[src/sv/sacf_pkg.sv]
`timescale 1ns / 1ps
`default_nettype none
// sacf_pkg: command, shift kind, carry and condition codes of the shifter and flag unit
// plus the flag bit positions and a 32-bit rotate helper; no dependencies

package sacf_pkg;

    // command codes
    localparam logic [2:0] CMD_SHIFT      = 3'd0;
    localparam logic [2:0] CMD_IMM_ROTATE = 3'd1;
    localparam logic [2:0] CMD_LOGIC_FLAG = 3'd2;
    localparam logic [2:0] CMD_ARITH_FLAG = 3'd3;
    localparam logic [2:0] CMD_COND_TEST  = 3'd4;

    // shift kinds
    localparam logic [1:0] SHIFT_LSL = 2'd0;
    localparam logic [1:0] SHIFT_LSR = 2'd1;
    localparam logic [1:0] SHIFT_ASR = 2'd2;
    localparam logic [1:0] SHIFT_ROR = 2'd3;

    // carry codes, both for the shifter carry out and the logical update
    localparam logic [1:0] CARRY_CLEAR     = 2'd0;
    localparam logic [1:0] CARRY_SET       = 2'd1;
    localparam logic [1:0] CARRY_UNCHANGED = 2'd2;
    localparam logic [1:0] CARRY_RESERVED  = 2'd3;

    // condition field codes
    localparam logic [3:0] COND_EQ = 4'h0;
    localparam logic [3:0] COND_NE = 4'h1;
    localparam logic [3:0] COND_CS = 4'h2;
    localparam logic [3:0] COND_CC = 4'h3;
    localparam logic [3:0] COND_MI = 4'h4;
    localparam logic [3:0] COND_PL = 4'h5;
    localparam logic [3:0] COND_VS = 4'h6;
    localparam logic [3:0] COND_VC = 4'h7;
    localparam logic [3:0] COND_HI = 4'h8;
    localparam logic [3:0] COND_LS = 4'h9;
    localparam logic [3:0] COND_GE = 4'hA;
    localparam logic [3:0] COND_LT = 4'hB;
    localparam logic [3:0] COND_GT = 4'hC;
    localparam logic [3:0] COND_LE = 4'hD;

    // flag positions in the packed flag word
    localparam int FLAG_V_POS = 0;
    localparam int FLAG_C_POS = 1;
    localparam int FLAG_Z_POS = 2;
    localparam int FLAG_N_POS = 3;

    localparam logic [31:0] SIGN_BIT = 32'h8000_0000;
    localparam logic [31:0] ALL_ONES = 32'hFFFF_FFFF;

    typedef logic [3:0] flags_t;

    // one accepted input word
    typedef struct packed {
        logic [2:0]  command;
        logic [1:0]  shift_kind;
        logic [7:0]  amount;
        logic [31:0] first_value;
        logic [31:0] second_value;
        logic [31:0] result_value;
        logic        is_addition;
        logic [1:0]  carry_code;
        logic [3:0]  condition_code;
    } item_t;

    function automatic logic [31:0] ror32(input logic [31:0] v, input logic [4:0] r);
        logic [63:0] dbl;
        dbl = {v, v} >> r;
        return dbl[31:0];
    endfunction

endpackage

`default_nettype wire

[src/sv/shifter_and_condition_flags.sv]
`timescale 1ns / 1ps
`default_nettype none
// shifter_and_condition_flags: barrel shifter, N Z C V flag register and condition test
// depends on sacf_pkg
//
//  channel | ports                                  | dir | meaning
//  --------+----------------------------------------+-----+--------------------------------
//  s_      | s_valid s_ready s_command ... s_cond.. | in  | one command word per handshake
//  m_      | m_valid m_ready m_shifted_value ...    | out | one result word per command
//
// one word per cycle sustained while m_ready is high; from s_ handshake to m_valid a word passes
// the input register, then the shift/flag logic feeding the result register
// the flag register updates when a word moves from the input to the result register,
// so RRX and the condition test always see the flags left by the previous word
// aresetn (synchronous, active low) clears both valid bits and the flags
// a stalled m_ side holds the result; the input register still takes one more word

module shifter_and_condition_flags
    import sacf_pkg::*;
(
    input  wire logic        aclk,
    input  wire logic        aresetn,

    input  wire logic        s_valid,
    output logic             s_ready,
    input  wire logic [2:0]  s_command,
    input  wire logic [1:0]  s_shift_kind,
    input  wire logic [7:0]  s_amount,
    input  wire logic [31:0] s_first_value,
    input  wire logic [31:0] s_second_value,
    input  wire logic [31:0] s_result_value,
    input  wire logic        s_is_addition,
    input  wire logic [1:0]  s_carry_code,
    input  wire logic [3:0]  s_condition_code,

    output logic             m_valid,
    input  wire logic        m_ready,
    output logic [31:0]      m_shifted_value,
    output logic [1:0]       m_carry_result,
    output logic             m_condition_passed,
    output logic [3:0]       m_flags_now
);

    // input register
    item_t       in_reg;
    logic        in_valid_reg;

    // result register
    logic        out_valid_reg;
    logic [31:0] value_reg;
    logic [1:0]  carry_reg;
    logic        passed_reg;
    flags_t      flags_out_reg;

    // architectural flags
    flags_t      flags_reg;

    // compute results
    logic [31:0] value_next;
    logic [1:0]  carry_next;
    logic        passed_next;
    flags_t      flags_next;

    logic        advance;

    // word moves from input to result register when the result slot is free
    assign advance = in_valid_reg && (!out_valid_reg || m_ready);
    assign s_ready = !in_valid_reg || advance;

    // shift datapath
    logic        amt_zero;
    logic        amt_big;      // 32 or more
    logic        amt_is_32;
    logic [4:0]  amt_lo;
    logic [32:0] lsl_wide;
    logic [32:0] lsr_wide;
    logic [32:0] asr_wide;
    logic [31:0] ror_val;
    logic [31:0] imm_val;
    logic [4:0]  imm_rot;
    logic        sign_a;
    logic        sh_carry;
    logic [32:0] add_sum;
    logic        sa, sb, sr;
    logic        n_f, z_f, c_f, v_f;

    always_comb begin
        amt_lo    = in_reg.amount[4:0];
        amt_zero  = (in_reg.amount == 8'd0);
        amt_big   = (in_reg.amount[7:5] != 3'd0);
        amt_is_32 = (in_reg.amount == 8'd32);
        sign_a    = in_reg.first_value[31];

        // extra bit catches the last bit shifted out
        lsl_wide = {1'b0, in_reg.first_value} << amt_lo;
        lsr_wide = {in_reg.first_value, 1'b0} >> amt_lo;
        asr_wide = 33'($signed({in_reg.first_value, 1'b0}) >>> amt_lo);
        ror_val  = ror32(in_reg.first_value, amt_lo);
        imm_rot  = {in_reg.amount[3:0], 1'b0};
        imm_val  = ror32(in_reg.first_value, imm_rot);

        add_sum = {1'b0, in_reg.first_value} + {1'b0, in_reg.second_value};
        sa = in_reg.first_value[31];
        sb = in_reg.second_value[31];
        sr = in_reg.result_value[31];

        n_f = flags_reg[FLAG_N_POS];
        z_f = flags_reg[FLAG_Z_POS];
        c_f = flags_reg[FLAG_C_POS];
        v_f = flags_reg[FLAG_V_POS];

        value_next  = 32'd0;
        carry_next  = CARRY_UNCHANGED;
        passed_next = 1'b0;
        flags_next  = flags_reg;
        sh_carry    = 1'b0;

        case (in_reg.command)
            CMD_SHIFT: begin
                case (in_reg.shift_kind)
                    SHIFT_LSL: begin
                        if (amt_zero) begin
                            value_next = in_reg.first_value;
                        end else if (!amt_big) begin
                            value_next = lsl_wide[31:0];
                            sh_carry   = lsl_wide[32];
                            carry_next = {1'b0, sh_carry};
                        end else begin
                            // exactly 32 moves bit 0 into carry, beyond gives 0
                            sh_carry   = amt_is_32 && in_reg.first_value[0];
                            carry_next = {1'b0, sh_carry};
                        end
                    end
                    SHIFT_LSR: begin
                        if (!amt_zero && !amt_big) begin
                            value_next = lsr_wide[32:1];
                            sh_carry   = lsr_wide[0];
                        end else begin
                            // zero acts as 32
                            sh_carry = (amt_zero || amt_is_32) && sign_a;
                        end
                        carry_next = {1'b0, sh_carry};
                    end
                    SHIFT_ASR: begin
                        if (amt_zero || amt_big) begin
                            value_next = sign_a ? ALL_ONES : 32'd0;
                            sh_carry   = sign_a;
                        end else begin
                            value_next = asr_wide[32:1];
                            sh_carry   = asr_wide[0];
                        end
                        carry_next = {1'b0, sh_carry};
                    end
                    default: begin
                        if (amt_zero) begin
                            // rrx: stored carry enters at the top
                            value_next = {c_f, in_reg.first_value[31:1]};
                            sh_carry   = in_reg.first_value[0];
                        end else begin
                            value_next = ror_val;
                            sh_carry   = ror_val[31];
                        end
                        carry_next = {1'b0, sh_carry};
                    end
                endcase
            end
            CMD_IMM_ROTATE: begin
                if (in_reg.amount[3:0] == 4'd0) begin
                    value_next = in_reg.first_value;
                end else begin
                    value_next = imm_val;
                    carry_next = {1'b0, imm_val[31]};
                end
            end
            CMD_LOGIC_FLAG: begin
                flags_next[FLAG_N_POS] = in_reg.result_value[31];
                flags_next[FLAG_Z_POS] = (in_reg.result_value == 32'd0);
                case (in_reg.carry_code)
                    CARRY_CLEAR: flags_next[FLAG_C_POS] = 1'b0;
                    CARRY_SET:   flags_next[FLAG_C_POS] = 1'b1;
                    default:     flags_next[FLAG_C_POS] = c_f;
                endcase
            end
            CMD_ARITH_FLAG: begin
                flags_next[FLAG_N_POS] = in_reg.result_value[31];
                flags_next[FLAG_Z_POS] = (in_reg.result_value == 32'd0);
                if (in_reg.is_addition) begin
                    flags_next[FLAG_C_POS] = add_sum[32];
                    flags_next[FLAG_V_POS] = (sa == sb) && (sr != sa);
                end else begin
                    // no borrow
                    flags_next[FLAG_C_POS] = (in_reg.second_value <= in_reg.first_value);
                    flags_next[FLAG_V_POS] = (sa != sb) && (sr == sb);
                end
            end
            CMD_COND_TEST: begin
                case (in_reg.condition_code)
                    COND_EQ: passed_next = z_f;
                    COND_NE: passed_next = !z_f;
                    COND_CS: passed_next = c_f;
                    COND_CC: passed_next = !c_f;
                    COND_MI: passed_next = n_f;
                    COND_PL: passed_next = !n_f;
                    COND_VS: passed_next = v_f;
                    COND_VC: passed_next = !v_f;
                    COND_HI: passed_next = c_f && !z_f;
                    COND_LS: passed_next = !c_f || z_f;
                    COND_GE: passed_next = (n_f == v_f);
                    COND_LT: passed_next = (n_f != v_f);
                    COND_GT: passed_next = !z_f && (n_f == v_f);
                    COND_LE: passed_next = z_f || (n_f != v_f);
                    default: passed_next = 1'b1;   // always, and never treated as always
                endcase
            end
            default: begin
                // undefined commands: no operation
            end
        endcase
    end

    // control state
    always_ff @(posedge aclk) begin
        if (!aresetn) begin
            in_valid_reg  <= 1'b0;
            out_valid_reg <= 1'b0;
            flags_reg     <= '0;
        end else begin
            if (s_ready) begin
                in_valid_reg <= s_valid;
            end
            if (advance) begin
                out_valid_reg <= 1'b1;
                flags_reg     <= flags_next;
            end else if (m_ready) begin
                out_valid_reg <= 1'b0;
            end
        end
    end

    // payload
    always_ff @(posedge aclk) begin
        if (s_valid && s_ready) begin
            in_reg.command        <= s_command;
            in_reg.shift_kind     <= s_shift_kind;
            in_reg.amount         <= s_amount;
            in_reg.first_value    <= s_first_value;
            in_reg.second_value   <= s_second_value;
            in_reg.result_value   <= s_result_value;
            in_reg.is_addition    <= s_is_addition;
            in_reg.carry_code     <= s_carry_code;
            in_reg.condition_code <= s_condition_code;
        end
        if (advance) begin
            value_reg     <= value_next;
            carry_reg     <= carry_next;
            passed_reg    <= passed_next;
            flags_out_reg <= flags_next;
        end
    end

    assign m_valid            = out_valid_reg;
    assign m_shifted_value    = value_reg;
    assign m_carry_result     = carry_reg;
    assign m_condition_passed = passed_reg;
    assign m_flags_now        = flags_out_reg;

    // while m_valid is high, the reported flags equal the live flag register
    a_flags_match : assert property (@(posedge aclk) disable iff (!aresetn)
        m_valid |-> (m_flags_now == flags_reg))
        else $error("reported flags differ from flag register");

    // input only backs up when both stages are full and the output is stalled
    a_ready_low : assert property (@(posedge aclk) disable iff (!aresetn)
        !s_ready |-> (in_valid_reg && out_valid_reg && !m_ready))
        else $error("input stalled without a full pipeline");

    // flags never move unless a word goes through the logic
    a_flags_hold : assert property (@(posedge aclk) disable iff (!aresetn)
        !advance |=> (flags_reg == $past(flags_reg)))
        else $error("flags changed without a word");

    // a passed condition comes only from a condition test, which has no shift result
    a_pass_alone : assert property (@(posedge aclk) disable iff (!aresetn)
        (m_valid && m_condition_passed) |->
            (m_shifted_value == 32'd0 && m_carry_result == CARRY_UNCHANGED))
        else $error("condition pass together with shift result");

    // carry code three is never produced
    a_carry_code : assert property (@(posedge aclk) disable iff (!aresetn)
        m_valid |-> (m_carry_result != CARRY_RESERVED))
        else $error("reserved carry code on output");

endmodule

`default_nettype wire
[config.mk]
export PLATFORM = sky130hd
export DESIGN_NAME = shifter_and_condition_flags
export DESIGN_NICKNAME = d
export VERILOG_FILES = /design/src/sv/sacf_pkg.sv /design/src/sv/shifter_and_condition_flags.sv
export SDC_FILE = /design/constraint.sdc
export NUM_CORES = 1
export LEC_CHECK = 0
export BUFFER_PORTS_ARGS = -buffer_cell sky130_fd_sc_hd__buf_2
export CORE_MARGIN = 8
export CORE_UTILIZATION = 47
export DETAILED_ROUTE_END_ITERATION = 10
export HOLD_SLACK_MARGIN = 0.15
export PLACE_DENSITY = 0.69
export SLEW_MARGIN = 40
export SYNTH_ARGS = -nofsm -noshare
export SYNTH_HDL_FRONTEND = slang
export SYNTH_SLANG_ARGS = --single-unit
[constraint.sdc]
create_clock -name aclk -period 3.77 [get_ports aclk]
set_clock_uncertainty 0.05 [all_clocks]
set_input_delay 0.377 -clock aclk [delete_from_list [all_inputs] [get_ports aclk]]
set_output_delay 0.377 -clock aclk [all_outputs]
set_load 0.02 [all_outputs]
* Word level (Yosys, flattened, before mapping) *
Cells that the tools add are included.

word-level totals
  register bits after elaboration = 161
  input bits = 120

operators by class
  reductions and logical operators = 32
  mux-type cells = 24
  shift operators = 5
  equal/unequal tests = 27
  add/sub/neg operators = 1
  $lt $le $gt $ge = 1

operators with widths
  operator            number
  $mux 32             7
  $shr 64x5->32       2
  $pmux 32 s3         1
  $pmux 32 s2         1
  $add 32x32->33      1
  $shl 32x5->33       1
  $shr 33x5->33       1
  $sshr 33x5->33      1
  $le 32x32->1        1
  $logic_not 32->1    1
  $eq 4x4->1 const B  6
  $eq 4x3->1 const B  4
  $pmux 1 s14         1
  $logic_and 1x1->1   9
  $eq 4x2->1 const B  2
  $eq 8x6->1 const B  1
  $logic_not 1->1     8
  $logic_not 4->1     2
  $logic_not 8->1     1
  $mux 1              7
  $eq 3x2->1 const B  2
  $logic_or 1x1->1    6
  $mux 2              3
  $pmux 2 s3          1
  14 further kinds    20

* Depth between registers and ports, before layout *
Gate-level depths: netlist (run 1).

  word-level depth = 6
  mapped depth = 12
  gate-level depth less buffers = 9

* Least setup slack after synthesis (run 1) *
OpenSTA, ideal clock, no wires.

  path type = register -> register
  start point = reg out_valid_reg (netlist: m_valid)
  end point = reg in_reg (netlist bit amt_lo[0]) (enable)
  data arrival time = 3.448 ns
  clock period less this slack = 3.986 ns
  stages on the path, launching flop included = 4
  setup slack = -0.216 ns
  library setup time = 0.488 ns
  path buffers = 0
  path through = dfxtp_1 nor2b_1 nand2_1 and2_1

on the way
  longest elaborated chain between the ends = 5

RTL lines
  element                 line                                source
  start, declared         shifter_and_condition_flags.sv:49   logic out_valid_reg;
  start signal, assigned  shifter_and_condition_flags.sv:225  out_valid_reg <= 1'b0;
  start signal, assigned  shifter_and_condition_flags.sv:232  out_valid_reg <= 1'b1;
  start signal, assigned  shifter_and_condition_flags.sv:235  out_valid_reg <= 1'b0;
  $logic_not 1->1         shifter_and_condition_flags.sv:67   assign advance = in_valid_reg && (!out_valid_reg || m_ready);
  $logic_or 1x1->1        shifter_and_condition_flags.sv:67
  $logic_and 1x1->1       shifter_and_condition_flags.sv:67
  $logic_or 1x1->1        shifter_and_condition_flags.sv:68   assign s_ready = !in_valid_reg || advance;
  named net s_ready       shifter_and_condition_flags.sv:25   output logic s_ready,
  $logic_and 1x1->1       shifter_and_condition_flags.sv:242  if (s_valid && s_ready) begin
  end, declared           shifter_and_condition_flags.sv:45   item_t in_reg;

The timed path passes the listed nets, and every way through them passes these cells.
A chain may end at the register's enable or synchronous reset.

* Worst setup path in the final report (run 1) *
  start point = reg in_reg[108] (netlist name)
  end point = reg value_reg[12] (netlist: m_shifted_value[12]) (data pin)

on the way
  longest elaborated chain between the ends = 6

RTL lines
  element                                                      line                                                                  source
  $logic_not 8->1 / $reduce_bool 3->1 (equally long branches)  shifter_and_condition_flags.sv:89, shifter_and_condition_flags.sv:90
  $logic_not 1->1                                              shifter_and_condition_flags.sv:135                                    if (!amt_zero && !amt_big) begin
  $logic_and 1x1->1                                            shifter_and_condition_flags.sv:135
  $mux 32                                                      shifter_and_condition_flags.sv:135
  $pmux 32 s3 *                                                shifter_and_condition_flags.sv:120                                    case (in_reg.shift_kind)
  $pmux 32 s2 *                                                shifter_and_condition_flags.sv:118                                    case (in_reg.command)
  named net value_next[12]                                     shifter_and_condition_flags.sv:59                                     logic [31:0] value_next;
  end signal, assigned                                         shifter_and_condition_flags.sv:254                                    value_reg <= value_next;
  end, declared                                                shifter_and_condition_flags.sv:50                                     logic [31:0] value_reg;

The timed path passes the listed nets; every way through them passes the cells marked *.

==> results of run 1 <==
layer usage:
metal / vias to the layer above / wire length [microns]
li1: 6255 / -
met1: 6957 / 24200
met2: 1235 / 29200
met3: 267 / 9300
met4: 10 / 5050
met5: - / 78
metrics by stage:
stage | utilization [%] | total power [uW] | hold slack (ns) | cell area [sq um]
after floorplan | - | 3180 | 0.426 | 14200
after global placement | 52.9 | 3830 | 0.449 | 15700
after detailed placement | 53.0 | 3830 | 0.462 | 15700
after CTS | 59.0 | 5750 | 0.239 | 17500
after global routing | 59.1 | 6000 | 0.272 | 17600
final | 59.1 | 5860 | 0.264 | 17600
cell families (layout without fill, tap and decap cells):
group                    count (synthesis)  count (layout)
AO/OA/AOI/OAI                          440             440
AND/OR/NAND/NOR                        427             427
multiplexers                           196             196
buffers and inverters                  194             482
flip-flops                             161             161
adder cells (fa/ha/maj)                 64              64
XOR/XNOR                                 3               3
other                                    0               1
how the worst max path moves through the flow:
stage | start | to | slack, ns | cells after the start
2_1_floorplan | m_valid | amt_lo[0] | 1.07 | 3
3_3_place_gp | in_reg[108] | m_shifted_value[12] | 0.54 | 9
3_5_place_dp | in_reg[108] | m_shifted_value[12] | 0.63 | 9
4_1_cts | in_reg[108] | m_shifted_value[12] | 0.59 | 9
5_1_grt | in_reg[108] | m_shifted_value[12] | 0.39 | 9
6_report | in_reg[108] | m_shifted_value[12] | 0.40 | 9
worst register-to-register path: cells and delay by family (launching register included):
kind | cells | cell delay (ns)
compound gates | 4 | 0.92
buf+inv | 3 | 0.61
flops | 1 | 0.45
simple gates | 2 | 1.21
cell usage in the layout, fill, tap and decap left out, types with 12 or more instances in the layout:
cell type and n:
buf_2 160, edfxtp_1 155, nand2_1 149, nor2_1 126, dlygate4sd3_1 118, a21oi_1 108, buf_4 108, mux2i_1 96
o21ai_0 90, ha_1 64, mux4_2 60, inv_1 51, mux2_2 39, nand3_1 27, a31oi_1 25, o22ai_1 22
nor3_1 20, a211oi_1 20, o211ai_1 20, clkbuf_16 17, nand2b_1 16, nor4_1 15, a221oi_1 15, nand4_1 14
a22oi_1 13, nor2b_1 12, o221ai_1 12
power groups by stage:
stage               Combinational [uW]  Sequential [uW]  Clock [uW]
floorplan                          980             2200           0
global placement                  1580             2250           0
detailed placement                1570             2250           0
CTS                               1670             2210        1860
global route                      1830             2230        1940
finish                            1760             2220        1870
cell type report:
| type | count | area share, % |
|---|---|---|
| Clock buffer | 17 | 2.42 |
| Clock inverter | 15 | 1.13 |
| Tap cell | 390 | 2.78 |
| Sequential cell | 161 | 27.2 |
| Timing Repair Buffer | 394 | 16.8 |
| Inverter | 56 | 1.20 |
| Multi-Input combinational cell | 1130 | 48.5 |
| Antenna cell | 1 | 0.0142 |
==> metrics.yaml, run 1 <==
gp_congestion: 1.10
syn_area_per_cell_sq_um: 9.58
first_pass_iters: 7
cts_buffers: 17
drtAntennaViolNets: 0
top_usage_layer: "met2"
drv_cap: 0
hpwl_microns: 48600
rr_endpoint: "m_shifted_value[12]"
synth-seq-cells: 161
p_leak_uw: 0.00699
multiInputGateArea_sq_um: 8520
portBuffers: 160
placedCellCount: 2012
dieArea_sq_um: 36100
cp.required_ns: 4.04
internal_power_uw: 3680
slowest_stage: "or4_1"
synth_top_family_by_area: "compound AO/OA/AOI/OAI gates"
seq_area_frac_synth_pct: 33.6
met3_usage_pct: 12.1
slew-limit-headroom_pct: 34.3
crit_fanout: 10
p_per_area_nw_per_um2: 333
hold_viol_final: 0
post_cts_buffers: 0
outcome: "complete, no violations"
worstReg2RegStart: "in_reg[108]"
rows: 63
reg2reg_depth: 9
ioPinCount: 161
synth_fa_ha_area_share_pct: 5.63
cts_htree_levels: 4
drt_iter0_markers: 2411
hold_buffers: 118
synth_compound_area_share_pct: 20.3
setup-violations-final: 0
die_x_microns: 190
hp-start: "m_ready"
netlist_area_sq_um: 14200
synth_edf_count: 155
reg2reg_slack_ns: 0.40
fin_tns_setup_ns: 0
rsz0062_at_grt: "false"
sw_frac_of_total_pct: 37.1
yosysUniqueCellTypes: 89
period_share_pct: 89.3
yosys.area.top_type_share_pct: 32.7
synth_nets: 1669
critical_path_class: "reg -> reg"
yosys.area.top_type: "edfxtp_1"
coreArea_sq_um: 29700
wl_microns: 67800
synth.mux.area_fraction_pct: 19.4
tightest_slew_ns: 0.975
clock_sinks: 161
post_cts_resized: 0
avgViaCountPerCell: 6.80
peakVddDrop_v: 0.000278
largest_register_ffs: 111
pre_cts_slack_ns: 0.628
fillers: 2470
p_switching_uw: 2170
synth-xor-area-share_pct: 0.185
clk_pin_slew_ns: 0.08
clock_insertion_delay_worst_skew_ns: 0.45
synth.area.top_cells: "edfxtp_1, mux4_2, mux2i_1"
clkPwrFrac_pct: 31.9
yosys_most_used_dff: "edfxtp_1"
pwr-share-seq_pct: 38.0
vias: 14700
drc: 0
initial_core_util_pct: 47.9
drive_above_1_share_pct: 24.6
grt.total_usage_pct: 36.8
area_growth_pct: 23.5
antenna_found_initial: 7
cp_common_cell: "buf_4"
grt_max_degree: 74
synth_most_common_cell: "edfxtp_1"
crit_buf_inv: 3
power_frac_comb_pct: 30.1
min_to: "m_valid"
fin_crit_ns: 3.37
detail_route.wl_per_cell_microns: 31.3
worstPathArrival_ns: 3.64
cts_buffer_depth: 2
yosysWarningCount: 0
met2_usage_pct: 55.1
final_nets: 1944
hp-class: "in -> reg"
instances_no_fill: 2164
fin_ws_ns: 0.403
fmax_ghz: 0.297
cts-root-buf: "clkbuf_16"
grt_pass1_wl_microns: 97700
synthArstFlopShare_pct: 0
max_stage_delay_ns: 0.91
cts_tree: "yes"
ff_latch_area_sq_um: 4770
grt_pass1_vias: 14300
crit_family: "simple AND/OR/NAND/NOR gates"
syn_inst: 1485
holdPathStages: 3
grt_overflow: 0
path_cells: "or4_1 > nor3_4 > buf_4 > o221ai_1 > o21ai_0 > buf_4 > a21oi_1 > o32ai_1 > buf_4"
synthSimpleGateAreaFrac_pct: 14.1
use_met1_pct: 44.8
endpoint_kind: "register"
die_h_microns: 190
crit_path_start_kind: "register"
netlist_top_cells_count: "edfxtp_1, nand2_1, nor2_1"
slew_viol_final: 0
(Power assumes the default switching activity.)
==> run 2, diff against run 1 <==
--- a/config.mk
+++ b/config.mk
@@ -6,11 +6,11 @@
 export NUM_CORES = 1
 export LEC_CHECK = 0
 export BUFFER_PORTS_ARGS = -buffer_cell sky130_fd_sc_hd__buf_2
-export CORE_MARGIN = 8
+export CORE_MARGIN = 2
 export CORE_UTILIZATION = 47
 export DETAILED_ROUTE_END_ITERATION = 10
 export HOLD_SLACK_MARGIN = 0.15
-export PLACE_DENSITY = 0.69
+export PLACE_DENSITY = 0.8
 export SLEW_MARGIN = 40
 export SYNTH_ARGS = -nofsm -noshare
 export SYNTH_HDL_FRONTEND = slang
==> run 2 against run 1 <==
Register-to-register slack worse by 0.12 ns. Worst setup slack got worse by 0.12 ns. Routed wire length is 3.3% lower. Sequential cell count unchanged. Critical endpoint is now m_flags_now[1]. Largest power group unchanged. Highest routed layer unchanged.
==> metrics.yaml, run 2 (synthesis results as in run 1) <==
sw_frac_of_total_pct: 36.9
cp.depth: 10
peakVddDrop_v: 0.000302
avgViaCountPerCell: 6.91
clock_insertion_delay_worst_skew_ns: 0.46
crit_fanout: 15
ioPinCount: 161
period_share_pct: 92.4
setup-violations-final: 0
slew_viol_final: 0
largest_register_ffs: 111
crit_end: "m_flags_now[1]"
max_stage_delay_ns: 0.85
drt_iter0_markers: 2280
initial_core_util_pct: 47.9
power_frac_comb_pct: 30.5
hp-class: "in -> reg"
vias: 15000
grt_pass1_wl_microns: 95200
worstReg2RegStart: "in_reg[100]"
tightest_slew_ns: 0.939
p_per_area_nw_per_um2: 332
p_switching_uw: 2170
reg2reg_depth: 10
clk_pin_slew_ns: 0.09
die_h_microns: 178
cts_buffers: 17
drive_above_1_share_pct: 24.9
crit_family: "simple AND/OR/NAND/NOR gates"
drv_cap: 0
cts_tree: "yes"
reg2reg_slack_ns: 0.29
grt.total_usage_pct: 41.6
fin_area_sq_um: 17700
fmax_ghz: 0.287
area_growth_pct: 24.1
drtAntennaViolNets: 0
startpoint: "in_reg[100]"
outcome: "complete, no violations"
drc: 0
grt_max_degree: 103
clkPwrFrac_pct: 32.0
worstPathArrival_ns: 3.60
wl_microns: 65500
rows: 63
cts-root-buf: "clkbuf_16"
grt_pass1_vias: 14500
critical_path_class: "reg -> reg"
hpwl_microns: 46400
antenna_found_initial: 3
crit_path_start_kind: "register"
path_cells: "inv_1 > ha_1 > nand4_1 > nor4bb_1 > buf_4 > nand2_1 > o221ai_1 > nor3_1 > o22ai_1 > nand2_1"
cp_common_cell: "nand2_1"
fin_crit_ns: 3.48
crit_buf_inv: 2
fillers: 2439
postPlaceCellArea_sq_um: 15800
fin_tns_setup_ns: 0
slowest_stage: "edfxtp_1"
first_pass_iters: 8
pwr-share-seq_pct: 37.4
grt_overflow: 0
multiInputGateArea_sq_um: 8520
rr_endpoint: "m_flags_now[1]"
hold_viol_final: 0
ff_latch_area_sq_um: 4770
die_x_microns: 178
final_nets: 1952
rsz0062_at_grt: "false"
final_cell_mix: "buf_2, edfxtp_1, nand2_1"
p_leak_uw: 0.00704
cts_buffer_depth: 2
cts_htree_levels: 4
clock_sinks: 161
post_cts_buffers: 0
gp_congestion: 1.08
layout_commonest_cell: "buf_2"
internal_power_uw: 3700
cp.required_ns: 3.88
slew-limit-headroom_pct: 36.7
detail_route.wl_per_cell_microns: 30.2
dieArea_sq_um: 31700
portBuffers: 160
endpoint_kind: "register"
coreArea_sq_um: 29700
fin_total_pwr_uw: 5870
-- run 2: area by class of cell --
type,count,area share [%]
multi-input cells,1130,48.2
flip-flops and latches,161,27.0
repair buffers,402,17.3
well taps,390,2.76
clock buffers,17,2.41
inverters,56,1.19
clock inverters,15,1.11
diodes,1,0.0142
-- run 2: metrics by stage --
stage / hold WS [ns] / setup WS, ns / std cells / util [%]
after floorplan: 0.426 / 1.07 / 1485 / -
after global placement: 0.442 / 0.579 / 2020 / 53.2
after detailed placement: 0.473 / 0.562 / 2020 / 53.3
after CTS: 0.152 / 0.562 / 2169 / 59.3
after global routing: 0.158 / 0.180 / 2171 / 59.4
final: 0.148 / 0.287 / 2172 / 59.4
-- run 2: worst min-delay path by stage --
stage	startpoint	to	slack, ns	depth (start not counted)
after global routing	aresetn	m_valid	0.16	2
after detailed placement	in_valid_reg	m_valid	0.47	1
after global placement	in_valid_reg	m_valid	0.44	1
after floorplan	s_amount[0]	amt_lo[0]	0.43	0
after CTS	aresetn	m_valid	0.15	2
final	aresetn	m_valid	0.15	2
-- run 2: worst reg2reg max path: stages, from the launching register on --
cell and delay, ns:
edfxtp_1 0.85, inv_1 0.14, ha_1 0.38, nand4_1 0.21
nor4bb_1 0.40, buf_4 0.19, nand2_1 0.05, o221ai_1 0.16
nor3_1 0.08, o22ai_1 0.48, nand2_1 0.20
-- run 2: timing repair --
item / 4_1_cts / 5_1_grt
hold endpoints to repair: 117 / 0
resized for setup: 0 / 0
hold buffers: 117 / 0
setup endpoints to repair: 0 / 0
-- run 2: routing by layer --
layer | up-vias | track usage (%) | share of wire [%]
met5 | - | 0 | 0.082
met4 | 4 | 26.4 | 7.6
met3 | 303 | 12.4 | 13
met2 | 1256 | 62.2 | 43
met1 | 7177 | 52.5 | 36
li1 | 6273 | - | -
-- run 2: power by group through the flow --
stage | logic (uW) | clock network [uW] | registers, uW
final | 1790 | 1880 | 2200
after global routing | 1860 | 1940 | 2200
after CTS | 1690 | 1850 | 2190
after detailed placement | 1590 | 0 | 2230
after global placement | 1570 | 0 | 2220
after floorplan | 980 | 0 | 2200
